--- config.mk ---
export PLATFORM = sky130hd
export DESIGN_NAME = ltb_luma
export DESIGN_NICKNAME = d
export VERILOG_FILES = /design/src/hw/rtl/ltb_pkg.sv /design/src/hw/rtl/ltb_luma.sv
export SDC_FILE = /design/constraint.sdc
export NUM_CORES = 1
export LEC_CHECK = 0
export BUFFER_PORTS_ARGS = -buffer_cell sky130_fd_sc_hd__buf_4
export CAP_MARGIN = 10
export CORE_UTILIZATION = 50
export DETAILED_ROUTE_END_ITERATION = 8
export PLACE_DENSITY = 0.74
export RECOVER_POWER = 100
export SLEW_MARGIN = 20
export SYNTH_ARGS = -nofsm -noshare
export SYNTH_HDL_FRONTEND = slang
export SYNTH_SLANG_ARGS = --single-unit
--- constraint.sdc ---
create_clock -name clk -period 7.63 [get_ports clk]
set_input_delay 1.526 -clock clk [delete_from_list [all_inputs] [get_ports clk]]
set_output_delay 1.526 -clock clk [all_outputs]
set_load 0.01 [all_outputs]
--- src/hw/rtl/ltb_pkg.sv ---
// Shared types and constants for the luma tint blend block.
// No dependencies; compile first.
`timescale 1ns / 1ps
`default_nettype none

package ltb_pkg;

    localparam int PIX_W      = 8;
    localparam int LSUM_W     = 24;   // 255 * 65536 fits in 24 bits
    localparam int LUMA_W     = 17;   // Q0.16, 0..65536
    localparam int STRENGTH_W = 9;
    localparam int CFG_IDX_W  = 3;
    localparam int CFG_DATA_W = 9;

    // Luma weights, Q0.16, sum to 65536
    localparam logic [LSUM_W-1:0] LUMA_W_RED   = LSUM_W'(19595);
    localparam logic [LSUM_W-1:0] LUMA_W_GREEN = LSUM_W'(38470);
    localparam logic [LSUM_W-1:0] LUMA_W_BLUE  = LSUM_W'(7471);

    // floor(2^24 / 255); estimate of x / 255 is low by at most one
    localparam int RECIP_SHIFT = 24;
    localparam int RECIP_W     = 17;
    localparam logic [RECIP_W-1:0] DIV255_RECIP = RECIP_W'(65793);
    localparam logic [LSUM_W:0]    DIV255       = (LSUM_W+1)'(255);

    typedef enum logic [CFG_IDX_W-1:0] {
        REG_DARK_RED    = 3'd0,
        REG_DARK_GREEN  = 3'd1,
        REG_DARK_BLUE   = 3'd2,
        REG_LIGHT_RED   = 3'd3,
        REG_LIGHT_GREEN = 3'd4,
        REG_LIGHT_BLUE  = 3'd5,
        REG_TINT        = 3'd6
    } ltb_reg_e;

    localparam logic [PIX_W-1:0]      DARK_RESET     = 8'd0;
    localparam logic [PIX_W-1:0]      LIGHT_RESET    = 8'd255;
    localparam logic [STRENGTH_W-1:0] STRENGTH_RESET = 9'd256;

    // Pixel plus its luma, leaving the luma pipeline
    typedef struct packed {
        logic [LUMA_W-1:0] luma;
        logic [PIX_W-1:0]  red;
        logic [PIX_W-1:0]  green;
        logic [PIX_W-1:0]  blue;
    } ltb_luma_t;

    // Endpoints of one channel's color ramp
    typedef struct packed {
        logic [PIX_W-1:0] dark;
        logic [PIX_W-1:0] light;
    } ltb_ramp_t;

endpackage : ltb_pkg

`default_nettype wire

--- src/hw/rtl/ltb_luma.sv ---
// Three-stage luma pipeline: weighted sum, reciprocal multiply, correction.
// Depends on ltb_pkg.
`timescale 1ns / 1ps
`default_nettype none

module ltb_luma
    import ltb_pkg::*;
(
    input  wire logic             clk,
    input  wire logic             rst_n,
    input  wire logic             pix_valid,
    output logic                  pix_ready,
    input  wire logic [PIX_W-1:0] red,
    input  wire logic [PIX_W-1:0] green,
    input  wire logic [PIX_W-1:0] blue,
    output logic                  luma_valid,
    input  wire logic             luma_ready,
    output ltb_luma_t             luma_item
);

    localparam int PROD_W = LSUM_W + RECIP_W;

    logic v1_reg, v2_reg, v3_reg;
    logic v1_next, v2_next, v3_next;
    logic rdy1, rdy2, rdy3;

    logic [LSUM_W-1:0]  lsum;
    logic [LSUM_W-1:0]  lsum1_reg, lsum2_reg;
    logic [PIX_W-1:0]   r1_reg, g1_reg, b1_reg;
    logic [PIX_W-1:0]   r2_reg, g2_reg, b2_reg;
    logic [PROD_W-1:0]  prod;
    logic [LUMA_W-1:0]  q0_reg;
    logic [LSUM_W:0]    q0_x255;
    logic [LSUM_W:0]    rem;
    logic [LUMA_W-1:0]  luma;
    ltb_luma_t          item3_reg;

    // per-stage ready lets bubbles collapse
    assign rdy3 = !v3_reg || luma_ready;
    assign rdy2 = !v2_reg || rdy3;
    assign rdy1 = !v1_reg || rdy2;
    assign pix_ready = rdy1;

    assign v1_next = rdy1 ? pix_valid : v1_reg;
    assign v2_next = rdy2 ? v1_reg    : v2_reg;
    assign v3_next = rdy3 ? v2_reg    : v3_reg;

    always_ff @(posedge clk or negedge rst_n)
    begin
        if (!rst_n)
        begin
            v1_reg <= 1'b0;
            v2_reg <= 1'b0;
            v3_reg <= 1'b0;
        end
        else
        begin
            v1_reg <= v1_next;
            v2_reg <= v2_next;
            v3_reg <= v3_next;
        end
    end

    always_comb
    begin
        lsum = LUMA_W_RED * LSUM_W'(red) + LUMA_W_GREEN * LSUM_W'(green)
             + LUMA_W_BLUE * LSUM_W'(blue);
        prod = PROD_W'(lsum1_reg) * PROD_W'(DIV255_RECIP);
        // remainder of the estimate; one step up when it reaches 255
        q0_x255 = (LSUM_W+1)'({q0_reg, 8'b0}) - (LSUM_W+1)'(q0_reg);
        rem     = (LSUM_W+1)'(lsum2_reg) - q0_x255;
        luma    = q0_reg + LUMA_W'(rem >= DIV255);
    end

    always_ff @(posedge clk)
    begin
        if (rdy1 && pix_valid)
        begin
            lsum1_reg <= lsum;
            r1_reg    <= red;
            g1_reg    <= green;
            b1_reg    <= blue;
        end
        if (rdy2 && v1_reg)
        begin
            q0_reg    <= prod[RECIP_SHIFT +: LUMA_W];
            lsum2_reg <= lsum1_reg;
            r2_reg    <= r1_reg;
            g2_reg    <= g1_reg;
            b2_reg    <= b1_reg;
        end
        if (rdy3 && v2_reg)
        begin
            item3_reg.luma  <= luma;
            item3_reg.red   <= r2_reg;
            item3_reg.green <= g2_reg;
            item3_reg.blue  <= b2_reg;
        end
    end

    assign luma_valid = v3_reg;
    assign luma_item  = item3_reg;

endmodule : ltb_luma

`default_nettype wire

==> metrics.csv <==
metric;value;unit
status;finished clean;
drive_gt1_frac;0.124;
area_delta_synth_final;14.4;%
worstPathArrival;7.75;ns
cts_sinks;157;
first_pass_iters;6;
drc;0;
critical_path_peak_fanout;4;
hold_depth;0;
reg2reg_from;q0_reg[8]$_DFFE_PP_;
met2_length;16300;um
ant_nets;0;
synth_adder_area_share;0.420;
clock_latency;0.43;ns
rsz0062_at_grt;yes;
crit_type;in2reg;
synth_ff_type;edfxtp_1;
r2r_cells;18;
hpwl;27100;um
drt-total-wl;32100;um
syn_inst;1335;
met1_length;13800;um
antenna_cells;0;
slowest_delay;0.55;ns
rrSetupSlack;2.88;ns
rr_endpoint;luma_item[38]$_DFFE_PP_;
die_height;175;um
synth_top_cell_by_area;edfxtp_1;
cts-root-buf;clkbuf_16;
clockBufferDepth;2;
avgRoutedWirePerCell;17.1;um
fmax;132;MHz
ys_ff_latch;157;
largest_register_ffs;41;
gp_congestion;0.914;
hp-start;b1_reg[2]$_DFFE_PP_;
yosys.area_share.simple;0.0543;
cp_common_cell;inv_2;
critPathCaptureType;flop;
design_area;17100;um2
synth_top_family_by_area;adder cells;
max_slew_margin;0.329;
rows;62;
timing.final.crit_share;0.993;
grt_pass1_wl;52100;um
synth-edff-count;154;
num_vias;9877;
synth_mux_area_frac;0.00268;
synth_top_area_share;0.309;
maxCapViolations;0;
final.min_clock_period;7.58;ns
synth_warnings;0;
grt_usage;0.219;
yosysMostFrequentCell;inv_1;
grt_pass1_vias;10500;
ys_top_cells_by_area;edfxtp_1, ha_1, fa_1;
min_delay_worst_endpoint;b2_reg[2]$_DFFE_PP_;
async_flop_share;0.0191;
slew_viol_final;0;
antenna_found_initial;0;
wl_met3;1040;um
ys_seq_area_frac;0.314;
drtIter0Drc;519;
syn_area;15000;um2
h-tree-depth;4;
initial_utilization;0.514;
holdBufCountCts;0;
pre_cts_ws;-0.504;ns
ys_types;66;
synth_xor_area_frac;0.0425;
cp-startpoint;green[4];
clock_skew;0.0119;ns
hold_class;reg2reg;
core_area;29100;um2
place_area;16500;um2
grt_overflow;0;
hold_violations;0;
setup_violations;0;
synth_compound_area_frac;0.0842;
crit_required;7.80;ns
pin_count;71;
die_area;30600;um2
path_clk_slew;0.07;ns
grt_max_degree;66;
port_buffers;70;
die_w;175;um
via_per_inst;5.25;
avgSynthCellArea;11.2;um2
startpoint_type;input port;
whs;0.413;ns
final_util;0.589;
syn-num-nets;1785;
nNetsFinal;1934;
cp_slowest_cell;fa_2;
setup_slack;0.0546;ns
synth_common_cells;inv_1, ha_1, edfxtp_1;
worstMarginPinSlew;1.01;ns
cts_buffers;17;
top_layer;met4;
cts_tree;yes;
## cell type report
type,instances,area (um2)
Multi-Input combinational cell,850,9190
Clock inverter,15,170
Timing Repair Buffer,130,927
Clock buffer,17,425
Sequential cell,157,4700
Fill cell,2347,12000
Inverter,328,1230
Tap cell,384,480
## cell usage in the layout (no fill, tap or decap), types with 4 or more instances in the layout
cell | netlist | routed
nand2_1 | 38 | 37
nor2b_1 | 6 | 4
a211oi_1 | 9 | 8
nor2_1 | 47 | 46
clkbuf_16 | 0 | 17
nor4_1 | 6 | 6
o211ai_1 | 7 | 7
xnor2_1 | 49 | 48
a21oi_2 | 1 | 4
a21o_1 | 20 | 20
a21oi_1 | 48 | 45
edfxtp_1 | 154 | 154
fa_1 | 134 | 131
buf_4 | 0 | 109
o21ai_1 | 12 | 10
mux2i_1 | 4 | 4
clkinv_8 | 0 | 4
o21a_1 | 9 | 9
o21bai_1 | 10 | 10
ha_1 | 288 | 283
inv_2 | 0 | 6
nand4_1 | 7 | 7
nand3_1 | 14 | 14
clkbuf_1 | 0 | 17
ha_4 | 0 | 5
o21ai_0 | 21 | 21
nor3_1 | 17 | 17
inv_1 | 328 | 322
xor2_1 | 21 | 21
nand2b_1 | 13 | 13
inv_8 | 0 | 6
## metal layers
| layer | global-route usage | vias up |
|---|---|---|
| met5 | 0 | - |
| met4 | 0.0790 | 0 |
| met3 | 0.0257 | 58 |
| met2 | 0.391 | 218 |
| met1 | 0.272 | 4805 |
| li1 | - | 4796 |
## timing repair
item,CTS,global route
hold endpoints to repair,0,0
pin swaps,5,3
buffers inserted,1,2
resized for setup,2,20
setup endpoints to repair,1,4
## worst max path at each step
stage / to / slack [ns] / cells after the start
5_1_grt: lsum1_reg[23]$_DFFE_PP_ / -0.20 / 31
6_report: lsum1_reg[23]$_DFFE_PP_ / 0.05 / 31
3_5_place_dp: lsum1_reg[23]$_DFFE_PP_ / -0.50 / 30
2_1_floorplan: lsum1_reg[23]$_DFFE_PP_ / -0.08 / 29
4_1_cts: lsum1_reg[23]$_DFFE_PP_ / 0.03 / 30
3_3_place_gp: lsum1_reg[23]$_DFFE_PP_ / -0.36 / 30
## critical path: cells and delay by family
kind	cells	cell delay, ns
adders and majority gates	10	3.41
AOI/OAI and AO/OA	11	1.87
xor gates and xnor gates	2	0.36
buffers and inverters	5	0.32
and+or+nand+nor	3	0.28
## logic make-up (layout without fill, tap and decap cells)
family / count (synthesis) / in the layout
AO/OA/AOI/OAI: 185 / 185
AND/OR/NAND/NOR: 168 / 168
adder cells (fa/ha/maj): 422 / 422
multiplexers: 4 / 4
flip-flops: 157 / 157
buffers and inverters: 328 / 490
XOR/XNOR: 71 / 71
## metrics by stage
step | std cells | TNS [ns]
final | 1881 | 0
after floorplan | 1335 | -0.0764
after global placement | 1846 | -1.22
after detailed placement | 1846 | -1.97
after global routing | 1881 | -0.453
after CTS | 1879 | 0
Power is not shown: default switching activity piles up to over one toggle a cycle in this logic, so the estimate is an artifact.
