$ cat config.mk
export PLATFORM = sky130hd
export DESIGN_NAME = ltb_lane
export DESIGN_NICKNAME = d
export VERILOG_FILES = /design/src/hw/rtl/ltb_pkg.sv /design/src/hw/rtl/ltb_lane.sv
export SDC_FILE = /design/constraint.sdc
export NUM_CORES = 1
export LEC_CHECK = 0
export BUFFER_PORTS_ARGS = -buffer_cell sky130_fd_sc_hd__buf_2
export CAP_MARGIN = 10
export CELL_PAD_IN_SITES_DETAIL_PLACEMENT = 1
export CELL_PAD_IN_SITES_GLOBAL_PLACEMENT = 1
export CORE_ASPECT_RATIO = 1.2
export CORE_MARGIN = 2
export CORE_UTILIZATION = 30
export DETAILED_ROUTE_END_ITERATION = 7
export GPL_ROUTABILITY_DRIVEN = 0
export GPL_TIMING_DRIVEN = 1
export PLACE_DENSITY_LB_ADDON = 0.1
export RECOVER_POWER = 50
export SYNTH_ARGS = -nofsm -noshare
export SYNTH_HDL_FRONTEND = slang
export SYNTH_SLANG_ARGS = --single-unit
$ cat constraint.sdc
create_clock -name clk -period 19.35 [get_ports clk]
set_clock_uncertainty 0.05 [all_clocks]
set_input_delay 1.935 -clock clk [delete_from_list [all_inputs] [get_ports clk]]
set_output_delay 1.935 -clock clk [all_outputs]
set_load 0.02 [all_outputs]
$ cat src/hw/rtl/ltb_pkg.sv
// Shared types and constants for the luma tint blend block.
// No dependencies; compile first.
`timescale 1ns / 1ps
`default_nettype none

package ltb_pkg;

    localparam int PIX_W      = 8;
    localparam int LSUM_W     = 24;   // 255 * 65536 fits in 24 bits
    localparam int LUMA_W     = 17;   // Q0.16, 0..65536
    localparam int STRENGTH_W = 9;
    localparam int CFG_IDX_W  = 3;
    localparam int CFG_DATA_W = 9;

    // Luma weights, Q0.16, sum to 65536
    localparam logic [LSUM_W-1:0] LUMA_W_RED   = LSUM_W'(19595);
    localparam logic [LSUM_W-1:0] LUMA_W_GREEN = LSUM_W'(38470);
    localparam logic [LSUM_W-1:0] LUMA_W_BLUE  = LSUM_W'(7471);

    // floor(2^24 / 255); estimate of x / 255 is low by at most one
    localparam int RECIP_SHIFT = 24;
    localparam int RECIP_W     = 17;
    localparam logic [RECIP_W-1:0] DIV255_RECIP = RECIP_W'(65793);
    localparam logic [LSUM_W:0]    DIV255       = (LSUM_W+1)'(255);

    typedef enum logic [CFG_IDX_W-1:0] {
        REG_DARK_RED    = 3'd0,
        REG_DARK_GREEN  = 3'd1,
        REG_DARK_BLUE   = 3'd2,
        REG_LIGHT_RED   = 3'd3,
        REG_LIGHT_GREEN = 3'd4,
        REG_LIGHT_BLUE  = 3'd5,
        REG_TINT        = 3'd6
    } ltb_reg_e;

    localparam logic [PIX_W-1:0]      DARK_RESET     = 8'd0;
    localparam logic [PIX_W-1:0]      LIGHT_RESET    = 8'd255;
    localparam logic [STRENGTH_W-1:0] STRENGTH_RESET = 9'd256;

    // Pixel plus its luma, leaving the luma pipeline
    typedef struct packed {
        logic [LUMA_W-1:0] luma;
        logic [PIX_W-1:0]  red;
        logic [PIX_W-1:0]  green;
        logic [PIX_W-1:0]  blue;
    } ltb_luma_t;

    // Endpoints of one channel's color ramp
    typedef struct packed {
        logic [PIX_W-1:0] dark;
        logic [PIX_W-1:0] light;
    } ltb_ramp_t;

endpackage : ltb_pkg

`default_nettype wire

$ cat src/hw/rtl/ltb_lane.sv
// One color channel lane: ramp target, difference, blend and clamp.
// Depends on ltb_pkg.
`timescale 1ns / 1ps
`default_nettype none

module ltb_lane
    import ltb_pkg::*;
(
    input  wire logic                  clk,
    input  wire logic                  load,
    input  wire logic [PIX_W-1:0]      pix,
    input  wire logic [LUMA_W-1:0]     luma,
    input  wire ltb_ramp_t             ramp,
    input  wire logic [STRENGTH_W-1:0] strength,
    output logic [PIX_W-1:0]           result
);

    localparam int TGT_W  = LUMA_W + PIX_W + 2;        // 27
    localparam int DIFF_W = PIX_W + 16 + 1;            // 25, |diff| < 2^24
    localparam int V_W    = DIFF_W + STRENGTH_W + 2;   // 36

    logic signed [PIX_W:0]    span;
    logic signed [TGT_W-1:0]  scaled;
    logic signed [TGT_W-1:0]  diff_full;
    logic signed [DIFF_W-1:0] diff_reg;
    logic [PIX_W-1:0]         pix_reg;
    logic signed [V_W-1:0]    blend;

    always_comb
    begin
        span      = $signed({1'b0, ramp.light}) - $signed({1'b0, ramp.dark});
        scaled    = TGT_W'(span) * $signed(TGT_W'({1'b0, luma}));
        diff_full = $signed(TGT_W'({ramp.dark, 16'b0})) + scaled
                  - $signed(TGT_W'({pix, 16'b0}));
    end

    always_ff @(posedge clk)
    begin
        if (load)
        begin
            diff_reg <= diff_full[DIFF_W-1:0];
            pix_reg  <= pix;
        end
    end

    always_comb
    begin
        blend = V_W'(diff_reg) * $signed(V_W'({1'b0, strength}))
              + $signed(V_W'({pix_reg, 24'b0}));
        if (blend[V_W-1])
            result = '0;
        else if (blend[V_W-2:32] != '0)
            result = '1;
        else
            result = blend[31:24];
    end

endmodule : ltb_lane

`default_nettype wire

==> metrics.txt, run 1 <==
Hold Path End pix_reg[2]; CP arrival 8.22 ns; CP most frequent cell fa_1; Slew headroom -20.3%; Post-Syn Area 14700 sq um; Starting Density 30.5%; synth unique cells 47; post-synth top area share 43.7%; initial antenna violation count 0; ys flop type edfxtp_1; global-route wire length before repair 61700 um; placed cells 2263; Hold Crit Class input port to flip-flop; Cell Chain, Critical Path buf_2 > nand2_1 > fa_1 > fa_1 > inv_1 > fa_1 > inv_1 > fa_1 > inv_1 > fa_1 > ha_1 > a21oi_1 > nand2_1 > a221oi_1 > nor3b_2 > a211oi_2 > a311o_1 > a2111o_1 > a21oi_2 > a31oi_4 > o21a_1 > buf_2; Post-CTS Setup Repair Bufs 0; CTS Sinks 33; Final Cycle Share 52.8%; Crit-path slowest cell fa_1; DR vias 10100; Seq/Total Area, Yosys 6.73%; vias in the first global route 11900; vias per cell 4.43; Hold Violations, Final 0; Post-synth ARST share 0%; setup TNS 0 ns; outcome complete, but fails checks; CP required 17.36 ns; routed wl met2 18800 um; antenna fix cells 0; Syn Area/Cell 9.13 sq um; clock root cell clkbuf_16; RSZ-0062 raised after global routing no; Finished Core Util 32.9%; CP Launch Type input port; DRT Wirelength 35800 um; residual DRC count 0; fin cells 2271; WHS Path Cells 1; cell family with most CP delay adder cells; syn_nets 2152; number of hold buffers added after CTS 0; num ports 60; Syn Inst Count 1613; total CTS buffers 5; crit path buf inv count 5; Area growth syn-to-layout 7.65%; met3 WL 126 um; clock tree buffer depth 2; # resized after CTS 0; Fmax 0.0979 GHz; Die Span Y 247 um; max reg flops 25; Critical Path Max Stage Delay 0.53 ns; 1st-iter DRT viols 167; synthesis warning total 0; most common cell in the netlist inv_1; HP Start pix[2]; CTS tree done; # rows 88; met1 wire length 16600 um; hold_ws 1.85 ns; Post-DP HPWL 31200 um; global-route usage over all layers 15.3%; fin. max-slew vios 34; EDFF count, synth 33; input/output buffers 59; DR WL/cell 15.8 um; Commonest cells post-synth 448 x inv_1, 321 x fa_1, 190 x nand2_1; H-tree depth 2; min cycle time layout 10.21 ns; synth top area cells fa_1 44%, ha_1 14%, inv_1 11%, edfxtp_1 6.7%, and2_1 6.4%; final setup fails 0; failing checks capacitance limit, slew limit; dominant cell type by area after synthesis fa_1; CP Class input port to output pin; clk slew on worst S/H paths 0.06 ns; crit-path max FO 24; grt ovf 0; die area 50900 sq um; synthesized flop and latch total 33; kind of end point of the critical path output pin; nets@finish 2179; Tightest Pin Transition 1.81 ns; layout cell share with drive strength beyond 1 5.00%; Die W 206 um; largest net degree at the start of global routing 34; drt first pass iters 4; core area 48200 sq um; highest metal used met4; Antenna Nets Post-Route 0; max-cap violations 1
[through the flow]
stage	area, sq um	worst slack (ns)
global route	15800	8.70
floorplan	14700	9.86
global placement	15700	9.11
finish	15800	9.14
detailed placement	15700	9.01
CTS	15900	9.00
[layer usage]
layer / track usage, % / up-vias
li1: - / 4783
met1: 19.9 / 5232
met2: 28.7 / 34
met3: 0.250 / 7
met4: 2.35 / 0
met5: 0 / -
[final cells by class]
class | count | area (sq um)
fill | 5681 | 32400
inverter | 448 | 1680
clock inverter | 3 | 41.3
multi-input combinational | 1087 | 11900
sequential | 33 | 991
clock buffer | 5 | 125
timing repair buffer | 65 | 325
tap | 630 | 788
[cells by family (layout without fill, tap and decap cells)]
kind of cell | after synthesis | in the layout | share of synthesized area (%)
buffers and inverters | 493 | 521 | 12.6
AO/OA/AOI/OAI | 104 | 104 | 4.83
flip-flops | 33 | 33 | 6.73
AND/OR/NAND/NOR | 454 | 454 | 15.6
adder cells (fa/ha/maj) | 487 | 487 | 57.8
XOR/XNOR | 42 | 42 | 2.55
[layout by cell type (no fill, tap or decap), drive strengths merged, types with 27 or more instances in the layout]
cell type,n
fa,321
edfxtp,33
inv,448
nor2,27
a21oi,30
xnor2,31
nand2,190
buf,55
ha,166
and2,150
[how the worst max path moves through the flow]
stage | startpoint | end | slack (ns) | cells past startpoint
after detailed placement | strength[1] | result[1] | 9.01 | 22
after global routing | strength[1] | result[3] | 8.70 | 23
final | strength[1] | result[1] | 9.14 | 22
after floorplan | strength[2] | result[0] | 9.86 | 23
after global placement | strength[1] | result[0] | 9.11 | 22
after CTS | strength[1] | result[2] | 9.00 | 22
Power of run 1 is left out: the tool's default activity adds up to more than one toggle a clock period on the data nets, which glitch-free logic cannot reach.
==> inputs of run 2 (changes only) <==
==> constraint.sdc (replaced) <==
create_clock -name clk -period 10.1 [get_ports clk]
set_clock_uncertainty 0.05 [all_clocks]
set_input_delay 1.01 -clock clk [delete_from_list [all_inputs] [get_ports clk]]
set_output_delay 1.01 -clock clk [all_outputs]
set_load 0.02 [all_outputs]
==> metrics.txt, run 2 (same netlist as run 1, synthesis figures left out) <==
Fmax 0.115 GHz; total CTS buffers 5 (unchanged); largest net degree at the start of global routing 34 (unchanged); vias in the first global route 12000 (was 11900); vias per cell 4.45 (was 4.43); num ports 60 (unchanged); max-cap violations 1 (unchanged); Area growth syn-to-layout 7.60% (was 7.65%); Cell Chain, Critical Path buf_2 > nand2_1 > fa_1 > inv_1 > fa_1 > inv_1 > fa_1 > inv_1 > fa_1 > inv_1 > fa_1 > inv_1 > ha_1 > o21ai_1 > a2111oi_0 > o211ai_2 > a211oi_2 > a311o_1 > a21oi_1 > a21bo_1 > a31oi_4 > o21a_1 > buf_2 (was buf_2 > nand2_1 > fa_1 > fa_1 > inv_1 > fa_1 > inv_1 > fa_1 > inv_1 > fa_1 > ha_1 > a21oi_1 > nand2_1 > a221oi_1 > nor3b_2 > a211oi_2 > a311o_1 > a2111o_1 > a21oi_2 > a31oi_4 > o21a_1 > buf_2); Post-DP HPWL 31800 um (was 31200 um); RSZ-0062 raised after global routing no (unchanged); Critical Path Max Stage Delay 0.72 ns (was 0.53 ns); CP required 9.04 ns (was 17.36 ns); input/output buffers 59 (unchanged); Crit-path slowest cell a2111oi_0 (was fa_1); final setup fails 0 (unchanged); clock tree buffer depth 2 (unchanged); DR WL/cell 16.2 um (was 15.8 um); register area 991 sq um (unchanged); Hold Crit Class input port to flip-flop (unchanged); Final Cycle Share 85.8%; DRT Wirelength 36700 um (was 35800 um); clk slew on worst S/H paths 0.05 ns (was 0.06 ns); drt first pass iters 4 (unchanged); global-route wire length before repair 62300 um (was 61700 um); CP arrival 7.60 ns (was 8.22 ns); antenna fix cells 0 (unchanged); Hold Violations, Final 0 (unchanged); H-tree depth 2 (unchanged); crit-path max FO 24 (unchanged); Post-CTS Setup Repair Bufs 0 (unchanged); CP Class input port to output pin (unchanged); min cycle time layout 8.66 ns; Slew headroom -22.8% (was -20.3%); CTS Sinks 33 (unchanged); hold_ws 0.922 ns (was 1.85 ns); outcome complete, but fails checks (unchanged); cell family with most CP delay adder cells (unchanged); max reg flops 25 (unchanged); DR vias 10100 (about the same); CP Launch Type input port (unchanged); crit path buf inv count 7 (was 5); # rows 88 (unchanged); initial antenna violation count 0 (unchanged); Tightest Pin Transition 1.84 ns (was 1.81 ns); Finished Core Util 32.8% (was 32.9%); Starting Density 30.5% (unchanged); die area 50900 sq um (unchanged); core area 48200 sq um (unchanged); Die W 206 um (unchanged); fin. max-slew vios 34 (unchanged); global-route usage over all layers 15.6% (was 15.3%); layout cell share with drive strength beyond 1 4.94% (was 5.00%); 1st-iter DRT viols 146 (was 167); grt ovf 0 (unchanged); clock root cell clkbuf_16 (unchanged); Antenna Nets Post-Route 0 (unchanged); setup TNS 0 ns (unchanged); number of hold buffers added after CTS 0 (unchanged); CTS tree done (unchanged); kind of end point of the critical path output pin (unchanged); Die Span Y 247 um (unchanged); Multi-input gate area 11900 sq um (about the same); most frequent cells in the layout 448 x inv_1, 321 x fa_1, 190 x nand2_1, 166 x ha_1, 150 x and2_1 (unchanged); # resized after CTS 0 (unchanged); failing checks capacitance limit, slew limit (unchanged); nets@finish 2179 (unchanged); commonest non-fill, non-tap cell in the layout inv_1 (unchanged); Filler cells 5685 (was 5681); residual DRC count 0 (unchanged)
==> run 2: through the flow <==
stage	worst slack, ns	cells	cell area [sq um]
2_1_floorplan	2.46	1613	14700
3_3_place_gp	1.63	2263	15700
3_5_place_dp	1.33	2263	15700
4_1_cts	1.30	2271	15900
5_1_grt	0.959	2271	15800
6_report	1.44	2271	15800
==> run 2: metal layers <==
layer	vias up	global-route usage [%]	share of wire (%)
met5	-	0	0
li1	4785	-	-
met3	10	0.264	0.45
met4	0	2.44	0.78
met2	44	29.8	54
met1	5260	19.8	45
==> run 2: final timing paths <==
check,depth (start not counted),end,slack (ns),from
min,1,pix_reg[2],0.92,pix[2]
max,23,result[1],1.44,strength[1]
==> run 2: final cells by class <==
class / count / share of cell area (%)
Timing Repair Buffer: 65 / 2.08
Clock buffer: 6 / 0.814
Clock inverter: 2 / 0.213
Sequential cell: 33 / 6.26
Multi-Input combinational cell: 1087 / 75.0
Inverter: 448 / 10.6
Tap cell: 630 / 4.98
Power of run 2 is left out for the same reason.
==> inputs of run 3 (changes only) <==
--- a/config.mk
+++ b/config.mk
@@ -5,6 +5,7 @@
 export SDC_FILE = /design/constraint.sdc
 export NUM_CORES = 1
 export LEC_CHECK = 0
+export ABC_AREA = 1
 export BUFFER_PORTS_ARGS = -buffer_cell sky130_fd_sc_hd__buf_2
 export CAP_MARGIN = 10
 export CELL_PAD_IN_SITES_DETAIL_PLACEMENT = 1
==> metrics.txt, run 3 <==
largest net degree at the start of global routing 34 (unchanged); CP Launch Type input port (unchanged); fin cells 2812 (was 2271); clk slew on worst S/H paths 0.05 ns (about the same); die area 55300 sq um (was 50900 sq um); most used routing layer met2 (unchanged); total CTS buffers 5 (unchanged); clock tree buffer depth 2 (unchanged); grt ovf 0 (unchanged); commonest non-fill, non-tap cell in the layout inv_1 (unchanged); hold_ws 0.879 ns (was 0.922 ns); placed cells 2804 (was 2263); synth top area cells fa_1 40%, inv_1 16%, ha_1 13%, nand2_1 12%, edfxtp_1 6.2% (was fa_1 44%, ha_1 14%, inv_1 11%, edfxtp_1 6.7%, and2_1 6.4%); CP arrival 6.42 ns (was 7.60 ns); global-route usage over all layers 17.1% (was 15.6%); dominant cell type by area after synthesis fa_1 (unchanged); drt first pass iters 4 (unchanged); Cell Chain, Critical Path buf_2 > nand2_1 > inv_1 > fa_1 > inv_1 > fa_1 > fa_1 > inv_1 > fa_1 > inv_1 > fa_1 > inv_1 > ha_1 > inv_1 > o21bai_1 > a21boi_0 > nand2_1 > nor3_1 > nand2_1 > nand3_1 > nand2_2 > a21oi_1 > buf_2 (was buf_2 > nand2_1 > fa_1 > inv_1 > fa_1 > inv_1 > fa_1 > inv_1 > fa_1 > inv_1 > fa_1 > inv_1 > ha_1 > o21ai_1 > a2111oi_0 > o211ai_2 > a211oi_2 > a311o_1 > a21oi_1 > a21bo_1 > a31oi_4 > o21a_1 > buf_2); setup TNS 0 ns (unchanged); met3 usage 0.473% (was 0.264%); nets@finish 2645 (was 2179); global-route wire length before repair 75100 um (was 62300 um); Final WS setup 2.62 ns (was 1.44 ns); most common cell in the netlist inv_1 (unchanged); EDFF count, synth 33 (unchanged); vias per cell 4.41 (was 4.45); fin. max-slew vios 34 (unchanged); RSZ-0062 raised after global routing no (unchanged); Slew headroom -15.4% (was -22.8%); failing checks capacitance limit, slew limit (unchanged); CP required 9.04 ns (about the same); ys flop type edfxtp_1 (unchanged); CTS tree done (unchanged); post-synth top area share 40.1% (was 43.7%); Die W 215 um (was 206 um); Final Cycle Share 74.1% (was 85.8%); syn_nets 2648 (was 2152); synth unique cells 44 (was 47); Area growth syn-to-layout 6.48% (was 7.60%); Seq/Total Area, Yosys 6.18% (was 6.73%); Hold Violations, Final 0 (unchanged); outcome complete, but fails checks (unchanged); Post-Syn Area 16000 sq um (was 14700 sq um); number of hold buffers added after CTS 0 (unchanged); CP Class input port to output pin (unchanged); H-tree depth 2 (unchanged); layout cell share with drive strength beyond 1 3.70% (was 4.94%); Hold Crit Class input port to flip-flop (unchanged); residual DRC count 0 (unchanged); DRT Wirelength 45600 um (was 36700 um); cell family with most CP delay adder cells (unchanged); Starting Density 30.4% (was 30.5%); Antenna Nets Post-Route 0 (unchanged); # rows 92 (was 88); clock root cell clkbuf_16 (unchanged); # resized after CTS 0 (unchanged); max reg flops 25 (unchanged); Critical Path Max Stage Delay 0.58 ns (was 0.72 ns); kind of end point of the critical path output pin (unchanged); initial antenna violation count 0 (unchanged); Die Span Y 257 um (was 247 um); Filler cells 6581 (was 5685); Fmax 0.134 GHz (was 0.115 GHz); 1st-iter DRT viols 289 (was 146); input/output buffers 59 (unchanged); Post-DP HPWL 41100 um (was 31800 um); crit-path max FO 24 (unchanged); most frequent cells in the layout 669 x inv_1, 521 x nand2_1, 321 x fa_1, 166 x ha_1, 95 x nor2_1 (was 448 x inv_1, 321 x fa_1, 190 x nand2_1, 166 x ha_1, 150 x and2_1); antenna fix cells 0 (unchanged); Post-CTS Setup Repair Bufs 0 (unchanged); crit path buf inv count 8 (was 7); Commonest cells post-synth 669 x inv_1, 521 x nand2_1, 321 x fa_1 (was 448 x inv_1, 321 x fa_1, 190 x nand2_1); synthesized flop and latch total 33 (unchanged); Tightest Pin Transition 1.73 ns (was 1.84 ns); Post-synth ARST share 0% (unchanged); Syn Inst Count 2109 (was 1613); CP most frequent cell inv_1; vias in the first global route 14500 (was 12000); max-cap violations 1 (unchanged); core area 52700 sq um (was 48200 sq um); DR vias 12400 (was 10100); min cycle time layout 7.48 ns (was 8.66 ns); Crit-path slowest cell fa_1 (was a2111oi_0); final setup fails 0 (unchanged); DR WL/cell 16.2 um (about the same); synthesis warning total 0 (unchanged); Syn Area/Cell 7.60 sq um (was 9.13 sq um); M2 GR Usage 34.2% (was 29.8%); Placement Setup Slack 2.26 ns (was 1.33 ns); num ports 60 (unchanged); CTS Sinks 33 (unchanged); met1 GRT Util 20.1% (was 19.8%)
==> run 3: layout make-up <==
cell class / instances / area (sq um) / share of cell area [%]
sequential: 33 / 991 / 5.80
clock buffer: 6 / 129 / 0.755
inverter: 671 / 2520 / 14.8
tap: 705 / 882 / 5.17
clock inverter: 2 / 10.0 / 0.0586
timing repair buffer: 61 / 299 / 1.75
multi-input combinational: 1334 / 12200 / 71.7
==> run 3: metrics by stage <==
step / instance area [sq um] / util [%]
6_report: 17100 / 32.4
5_1_grt: 17100 / 32.4
4_1_cts: 17100 / 32.4
3_5_place_dp: 16900 / 32.1
3_3_place_gp: 16900 / 32.1
2_1_floorplan: 16000 / -
==> run 3: routing by layer <==
layer,vias up,part of all wire (%),wire [um]
met5,-,0,0
met2,98,55,25100
li1,5992,-,-
met4,0,1.6,717
met1,6288,42,19200
met3,30,1.3,615
==> run 3: path summary, 6_finish.rpt <==
| kind | start | endpoint | depth (start not counted) |
|---|---|---|---|
| setup / recovery | strength[1] | result[2] | 23 |
| hold / removal | pix[4] | pix_reg[4] | 1 |
==> run 3: cell families (layout without fill, tap and decap cells) <==
kind of cell	after synthesis	in the layout	share of synthesized area, %
compound gates	113	113	4.10
simple gates	703	703	17.5
flops	33	33	6.18
buf+inv	742	740	17.5
xor+xnor	31	31	1.69
fa+ha+maj	487	487	53.0
Power of run 3 is left out for the same reason.
